## src/design/srsc_pkg.sv

```systemverilog
package srsc_pkg;

	// Result kinds as seen on the kind port.
	typedef enum logic [1:0] {
		KIND_WRITE = 2'd0,
		KIND_PATCH = 2'd1,
		KIND_DONE  = 2'd2
	} kind_t;

	// Header positions that are restamped when a set closes.
	localparam logic [15:0] PATCH_POS_LEN_HI = 16'd0;
	localparam logic [15:0] PATCH_POS_LEN_LO = 16'd1;
	localparam logic [15:0] PATCH_POS_SEG    = 16'd4;

	// Totals of this size or more get a zeroed length field.
	localparam logic [16:0] LEN_FIELD_LIMIT = 17'd4096;

	// Everything one input transaction produces, handed from the decoder
	// to the output sequencer.
	typedef struct packed {
		logic        wr_valid;
		logic [15:0] wr_pos;
		logic [7:0]  wr_value;
		logic        wr_ovf;
		logic        close_valid;
		logic [7:0]  close_b0;
		logic [7:0]  close_b1;
		logic [16:0] close_total;
		logic        close_ovf;
	} bundle_t;

endpackage

```

## src/design/segment_reassembly_size_count.sv

```systemverilog
// Segment reassembler: takes segmented mini-packets one byte per input
// transaction, header first, with seg_end on the last byte of each segment,
// and produces byte writes into a reassembled set. The first segment of a
// set writes its whole header (8 bytes, or 10 when the extension flag in
// byte 6 bit 3 is set); every segment writes its data bytes up to its
// length+2. When a segment whose segment nibble equals its size nibble
// ends, three header patches (positions 0, 1 and 4) and a completion
// result carrying the set length follow. Writes beyond MAX_SET_BYTES are
// dropped and reported through overflow. A byte transaction is decoded in
// the cycle it is accepted and its results land in an output register;
// results leave one per cycle while out_ready is high, and a byte that
// closes a set holds the register until its patches and completion have
// left. The output sequencer alone sets in_ready: a new byte is accepted
// in the same cycle as the last result of the previous one is taken.
module segment_reassembly_size_count #(
	parameter int MAX_SET_BYTES = 65536
) (
	input  logic        clk,
	input  logic        arst_n,
	input  logic        in_valid,
	output logic        in_ready,
	input  logic [7:0]  seg_byte,
	input  logic        seg_end,
	output logic        out_valid,
	input  logic        out_ready,
	output logic [1:0]  kind,
	output logic [15:0] position,
	output logic [7:0]  value,
	output logic [16:0] set_length,
	output logic        overflow,
	output logic        run_last
);
	import srsc_pkg::*;

	bundle_t bundle;
	logic    accept;

	// A byte transaction completes when the sequencer can take the results
	// it produces, which includes the cycle its last pending result leaves.
	assign accept = in_valid && in_ready;

	// Header decode, set counters and patch values; all state updates on
	// an accepted byte.
	srsc_core #(
		.MAX_SET_BYTES(MAX_SET_BYTES)
	) u_core (
		.clk     (clk),
		.arst_n  (arst_n),
		.accept  (accept),
		.seg_byte(seg_byte),
		.seg_end (seg_end),
		.bundle  (bundle)
	);

	// Result register and sequencer that walks the write, the patches and
	// the completion result out one per cycle while out_ready is high.
	srsc_emit u_emit (
		.clk       (clk),
		.arst_n    (arst_n),
		.load      (accept),
		.bundle    (bundle),
		.can_load  (in_ready),
		.out_valid (out_valid),
		.out_ready (out_ready),
		.kind      (kind),
		.position  (position),
		.value     (value),
		.set_length(set_length),
		.overflow  (overflow),
		.run_last  (run_last)
	);

endmodule

```

## src/design/srsc_core.sv

```systemverilog
module srsc_core #(
	parameter int MAX_SET_BYTES = 65536
) (
	input  logic              clk,
	input  logic              arst_n,
	input  logic              accept,
	input  logic [7:0]        seg_byte,
	input  logic              seg_end,
	output srsc_pkg::bundle_t bundle
);
	import srsc_pkg::*;

	localparam int CNT_W = $clog2(MAX_SET_BYTES + 1);
	localparam logic [CNT_W-1:0] CNT_MAX = CNT_W'(MAX_SET_BYTES);
	localparam logic [12:0] POS_SAT = 13'd8191;

	logic             in_set_q;
	logic [CNT_W-1:0] count_q;
	logic [12:0]      byte_pos_q;
	logic [11:0]      seg_len_q;
	logic [3:0]       size_nib_q;
	logic [3:0]       seg_nib_q;
	logic             ext_q;
	logic [7:0]       first_byte_q;
	logic             drop_q;

	logic [11:0]      seg_len_n;
	logic [3:0]       size_nib_n;
	logic [3:0]       seg_nib_n;
	logic             ext_n;
	logic [7:0]       first_byte_n;
	logic             first;
	logic [3:0]       hdr_off;
	logic             wr;
	logic             emit;
	logic             drop_now;
	logic [CNT_W-1:0] count_n;
	logic [16:0]      total;
	logic [15:0]      len_field;
	logic             close;

	always_comb begin
		first        = !in_set_q;
		seg_len_n    = seg_len_q;
		size_nib_n   = size_nib_q;
		seg_nib_n    = seg_nib_q;
		ext_n        = ext_q;
		first_byte_n = first_byte_q;
		case (byte_pos_q)
			13'd0: begin
				seg_len_n  = {seg_byte[3:0], 8'h00};
				size_nib_n = 4'h0;
				seg_nib_n  = 4'h0;
				ext_n      = 1'b0;
				if (first) begin
					first_byte_n = seg_byte;
				end
			end
			13'd1: begin
				seg_len_n = seg_len_q | {4'h0, seg_byte};
			end
			13'd4: begin
				size_nib_n = seg_byte[7:4];
				seg_nib_n  = seg_byte[3:0];
			end
			13'd6: begin
				ext_n = seg_byte[3];
			end
			default: begin
			end
		endcase

		hdr_off = ext_n ? 4'd10 : 4'd8;
		if (byte_pos_q < 13'(hdr_off)) begin
			wr = first;
		end else begin
			wr = (byte_pos_q <= ({1'b0, seg_len_n} + 13'd2));
		end

		emit     = wr && (count_q < CNT_MAX);
		drop_now = wr && !(count_q < CNT_MAX);
		count_n  = count_q + CNT_W'(emit);
		total    = 17'(count_n);
		len_field = 16'(total - 17'd3);
		close    = seg_end && (seg_nib_n == size_nib_n);

		bundle.wr_valid    = emit;
		bundle.wr_pos      = 16'(count_q);
		bundle.wr_value    = seg_byte;
		bundle.wr_ovf      = drop_q;
		bundle.close_valid = close;
		bundle.close_total = total;
		bundle.close_ovf   = drop_q | drop_now;
		if (total < LEN_FIELD_LIMIT) begin
			bundle.close_b0 = {first_byte_n[7:4], len_field[11:8]};
			bundle.close_b1 = len_field[7:0];
		end else begin
			bundle.close_b0 = {first_byte_n[7:4], 4'h0};
			bundle.close_b1 = 8'h00;
		end
	end

	always_ff @(posedge clk or negedge arst_n) begin
		if (!arst_n) begin
			in_set_q     <= 1'b0;
			count_q      <= '0;
			byte_pos_q   <= '0;
			seg_len_q    <= '0;
			size_nib_q   <= '0;
			seg_nib_q    <= '0;
			ext_q        <= 1'b0;
			first_byte_q <= '0;
			drop_q       <= 1'b0;
		end else if (accept) begin
			seg_len_q    <= seg_len_n;
			size_nib_q   <= size_nib_n;
			seg_nib_q    <= seg_nib_n;
			ext_q        <= ext_n;
			first_byte_q <= first_byte_n;
			if (seg_end) begin
				byte_pos_q <= '0;
			end else if (byte_pos_q < POS_SAT) begin
				byte_pos_q <= byte_pos_q + 13'd1;
			end
			if (close) begin
				in_set_q <= 1'b0;
				count_q  <= '0;
				drop_q   <= 1'b0;
			end else begin
				if (seg_end) begin
					in_set_q <= 1'b1;
				end
				count_q <= count_n;
				drop_q  <= drop_q | drop_now;
			end
		end
	end

endmodule

```

## src/design/srsc_emit.sv

```systemverilog
module srsc_emit (
	input  logic              clk,
	input  logic              arst_n,
	input  logic              load,
	input  srsc_pkg::bundle_t bundle,
	output logic              can_load,
	output logic              out_valid,
	input  logic              out_ready,
	output logic [1:0]        kind,
	output logic [15:0]       position,
	output logic [7:0]        value,
	output logic [16:0]       set_length,
	output logic              overflow,
	output logic              run_last
);
	import srsc_pkg::*;

	typedef enum logic [2:0] {
		STEP_DATA,
		STEP_P0,
		STEP_P1,
		STEP_P4,
		STEP_DONE
	} step_t;

	bundle_t bnd_q;
	logic    full_q;
	step_t   step_q;
	logic    last;
	logic    take;

	always_comb begin
		kind       = KIND_PATCH;
		position   = 16'd0;
		value      = 8'd0;
		set_length = 17'd0;
		overflow   = bnd_q.close_ovf;
		last       = 1'b0;
		case (step_q)
			STEP_DATA: begin
				kind     = KIND_WRITE;
				position = bnd_q.wr_pos;
				value    = bnd_q.wr_value;
				overflow = bnd_q.wr_ovf;
				last     = !bnd_q.close_valid;
			end
			STEP_P0: begin
				position = PATCH_POS_LEN_HI;
				value    = bnd_q.close_b0;
			end
			STEP_P1: begin
				position = PATCH_POS_LEN_LO;
				value    = bnd_q.close_b1;
			end
			STEP_P4: begin
				position = PATCH_POS_SEG;
			end
			STEP_DONE: begin
				kind       = KIND_DONE;
				set_length = bnd_q.close_total;
				last       = 1'b1;
			end
			default: begin
			end
		endcase
		out_valid = full_q;
		run_last  = last;
		take      = full_q && out_ready;
		can_load  = !full_q || (out_ready && last);
	end

	always_ff @(posedge clk or negedge arst_n) begin
		if (!arst_n) begin
			full_q <= 1'b0;
			step_q <= STEP_DATA;
		end else if (load) begin
			full_q <= bundle.wr_valid | bundle.close_valid;
			step_q <= bundle.wr_valid ? STEP_DATA : STEP_P0;
		end else if (take) begin
			if (last) begin
				full_q <= 1'b0;
			end else begin
				case (step_q)
					STEP_DATA: step_q <= STEP_P0;
					STEP_P0:   step_q <= STEP_P1;
					STEP_P1:   step_q <= STEP_P4;
					STEP_P4:   step_q <= STEP_DONE;
					default:   step_q <= STEP_DONE;
				endcase
			end
		end
	end

	always_ff @(posedge clk) begin
		if (load) begin
			bnd_q <= bundle;
		end
	end

endmodule
```

## config.mk

```make
export PLATFORM = sky130hd
export DESIGN_NAME = segment_reassembly_size_count
export DESIGN_NICKNAME = d
export VERILOG_FILES = /design/src/design/srsc_pkg.sv /design/src/design/segment_reassembly_size_count.sv /design/src/design/srsc_core.sv /design/src/design/srsc_emit.sv
export SDC_FILE = /design/constraint.sdc
export NUM_CORES = 1
export LEC_CHECK = 0
export BUFFER_PORTS_ARGS = -buffer_cell sky130_fd_sc_hd__buf_4
export CORE_MARGIN = 3
export CORE_UTILIZATION = 60
export CTS_CLUSTER_SIZE = 8
export DETAILED_ROUTE_END_ITERATION = 6
export GPL_TIMING_DRIVEN = 0
export PLACE_DENSITY = 0.91
export SLEW_MARGIN = 0
export SYNTH_ARGS = -nofsm -noshare
export SYNTH_HDL_FRONTEND = slang
export SYNTH_SLANG_ARGS = --single-unit
```

## constraint.sdc

```tcl
create_clock -name clk -period 6.6 [get_ports clk]
set_input_delay 0.66 -clock clk [delete_from_list [all_inputs] [get_ports clk]]
set_output_delay 0.66 -clock clk [all_outputs]
set_load 0.1 [all_outputs]
```

==> flow_metrics.env <==
export IMPL_leakage_nw=3.69
export IMPL_remaining_drc_errors=0
export IMPL_syn_area_um2=6910
export IMPL_hold_buffers=0
export IMPL_synthArstFlopShare_pct=50.4
export IMPL_wire_per_inst_um=20.3
export IMPL_post_route_period_util_pct=96.0
export IMPL_die_w_um=113
export IMPL_dp_hpwl_mm=12.6
export IMPL_hold_viol=0
export IMPL_drt_iter0_drc=767
export IMPL_grt_pass1_wl_mm=29.7
export IMPL_synth_top_cell_by_area="edfxtp_1"
export IMPL_nets=806
export IMPL_fp_dieArea_um2=12800
export IMPL_cts_root_buf="clkbuf_16"
export IMPL_syn2layout_area_growth_pct=19.9
export IMPL_cp_arrival_ns=6.50
export IMPL_peakVddDrop_mv=0.643
export IMPL_worst_slack_ns=0.265
export IMPL_hold_class="primary input to async pin"
export IMPL_gr_total_overflow=0
export IMPL_critPathCaptureType="register"
export IMPL_start_kind="register"
export IMPL_power_density_nw_per_um2=547
export IMPL_drt_total_wl_mm=18.8
export IMPL_cts_sinks=121
export IMPL_clkTransAtPathRegs_ns=0.07
export IMPL_grt_max_degree=62
export IMPL_vias=5942
export IMPL_clock_path_buffers=2
export IMPL_r2r_cells=27
export IMPL_drive_above_1_share_pct=19.6
export IMPL_yosysUniqueCellTypes=71
export IMPL_slew_headroom_pct=45.7
export IMPL_synth_edf_count=60
export IMPL_cts_htree_levels=4
export IMPL_worstSetupPathType="register to register"
export IMPL_postSynthAreaPerCell_um2=10.0
export IMPL_yosysSeqAreaShare_pct=48.1
export IMPL_ios=60
export IMPL_fin_tns_setup_ns=0
export IMPL_dp_slack_ns=-1.05
export IMPL_drv_slew=0
export IMPL_min_period_ns=6.33
export IMPL_core_area_um2=11000
export IMPL_synth_seq_cells=121
export IMPL_synth_flop_cell="dfrtp_1"
export IMPL_finalSetupViolations=0
export IMPL_synth_top_cell_area_share_pct=26.1
export IMPL_place_gp_congestion=0.922
export IMPL_grt_pass1_vias=5706
export IMPL_cts_tree="yes"
export IMPL_num_rows=38
export IMPL_clock_skew_final_ns=0.0131
export IMPL_synth_area_leaders="edfxtp_1 26%, dfrtp_1 22%, nand2_1 4.4%"
export IMPL_detail_route_first_pass_iterations=6
export IMPL_stdcell_count=925
export IMPL_status="finished clean"
export IMPL_cts_buffers=17
export IMPL_maxCapViolCount=0
export IMPL_portBuffers=59
export IMPL_initial_core_util_pct=62.7
export IMPL_die_y_um=113
export IMPL_crit_required_ns=6.77
export IMPL_antenna_cells=0
export IMPL_clk_latency_ns=0.43
export IMPL_max_freq_ghz=0.158
export IMPL_max_slew_worst_pin_slew_ns=0.815
export IMPL_vias_per_cell=6.42
export IMPL_grt_use_total_pct=29.8
export IMPL_syn_nets=724
export IMPL_drtAntennaViolNets=0
export IMPL_path_max_fanout=10
export IMPL_antenna_found_initial=0
export IMPL_post_place_cells=890
export IMPL_synthCells=690
export IMPL_yosysWarningCount=0
export IMPL_fin_util_pct=75.1
[final timing paths]
check | slack, ns | endpoint | startpoint
hold / removal | 0.33 | u_core.byte_pos_q[8] | arst_n
setup / recovery | 0.27 | u_emit.bnd_q[23] | u_core.byte_pos_q[1]
hold reg to reg | 0.46 | u_emit.bnd_q[56] | u_core.count_q[12]
max in group asynchronous | 5.72 | u_core.count_q[12] | arst_n
min in group clk | 0.42 | u_emit.bnd_q[42] | seg_byte[6]
setup reg to reg | 0.27 | u_emit.bnd_q[23] | u_core.byte_pos_q[1]
[report_power, final]
part	leakage [nW]	internal [W]	total (W)	switching [W]
clock	0.301	0.000634	0.000989	0.000355
sequential	1.37	0.00105	0.00118	0.000121
combinational	2.01	0.000656	0.00237	0.00172
[critical path: stages (launching register included)]
cell	delay [ns]
dfrtp_1	0.45
inv_1	0.13
ha_2	0.25
or4b_1	0.58
nor4_4	0.39
nor2_2	0.13
ha_1	0.25
nor2b_1	0.16
nand2_1	0.12
nor3_2	0.08
nand3b_1	0.12
xnor2_1	0.15
ha_1	0.27
and3_1	0.22
and2_0	0.16
a31oi_1	0.18
nand3_1	0.14
a22oi_2	0.31
nand2_1	0.13
inv_1	0.07
ha_1	0.29
and3_1	0.29
nand4_1	0.25
nor2_2	0.25
nor3_1	0.09
o22ai_2	0.21
clkbuf_2	0.27
nor2_1	0.11
[per-stage QoR]
step / area, um2 / hold slack, ns / total power, W
finish: 8290 / 0.329 / 0.00454
global route: 8290 / 0.396 / 0.00472
CTS: 8220 / 0.354 / 0.00449
detailed placement: 7550 / 0.444 / 0.00347
global placement: 7530 / 0.434 / 0.00340
floorplan: 6910 / 0.364 / 0.00294
[registers in the layout, indices dropped and copies added (netlist names), 3 cells and up]
signal / flops
u_core.byte_pos_q: 13
u_core.count_q: 17
u_core.first_byte_q: 4
u_core.seg_len_q: 12
u_core.seg_nib_q: 4
u_core.size_nib_q: 4
u_emit.bnd_q: 60
u_emit.step_q: 3
[logic make-up after synthesis]
kind of cell,count (synthesis),synth area share [%]
AND/OR/NAND/NOR,300,23.0
multiplexers,19,2.93
adder cells (fa/ha/maj),21,3.80
AO/OA/AOI/OAI,117,12.0
buffers and inverters,61,3.71
flip-flops,121,48.1
XOR/XNOR,51,6.46
[layout by cell type, fill, tap and decap left out, types with 8 or more instances in the layout]
master and n:
nand2_1 81, xnor2_1 23, o21ai_0 25, and3_1 28
o21ai_1 8, mux2_2 9, dfrtp_1 61, nand3_1 24
nand2b_1 8, edfxtp_1 60, mux2i_1 9, buf_4 63
a21oi_1 23, nor2_1 71, inv_1 23, xor2_1 27
clkbuf_1 24, ha_1 19, clkbuf_16 17, nand4_1 15
and2_1 17
[synth_stat cells, types with 4 or more instances]
cell type and count:
xnor2_1 23, nor3b_1 7, nand4_1 15, a22o_1 7
o21ai_1 7, nand2_1 81, dfrtp_1 61, nand3_1 24
nor3_1 8, a41oi_1 6, or3_1 4, buf_1 5
and2_1 17, clkbuf_1 25, mux2i_1 9, nand3b_1 7
and3_1 28, nand2b_1 8, o21ai_0 26, ha_1 21
nor2b_1 4, mux2_2 9, a31oi_1 6, a21o_1 7
xor2_1 28, nor2_1 73, edfxtp_1 60, inv_1 23
a21oi_1 23
[routing by layer]
metal / track usage (%) / vias up / wire [um]
li1: - / 2647 / -
met1: 39.4 / 2849 / 7350
met2: 48.0 / 372 / 9140
met3: 5.83 / 74 / 1650
met4: 13.5 / 0 / 641
met5: 0 / - / 0
[area by class of cell]
type,count,area (um2)
flip-flops and latches,121,3330
clock inverters,14,198
clock buffers,18,429
plain buffers,36,165
fillers,703,2740
multi-input cells,508,3410
repair buffers,64,493
inverters,24,90.1
well taps,140,175
[what timing repair did]
item,4_1_cts,5_1_grt
gates resized for setup,7,10
endpoints found under the setup margin,23,15
hold endpoints to repair,0,0
setup buffers,1,3
pin swaps,0,2
Note: power is estimated with default switching activity, not from simulation.
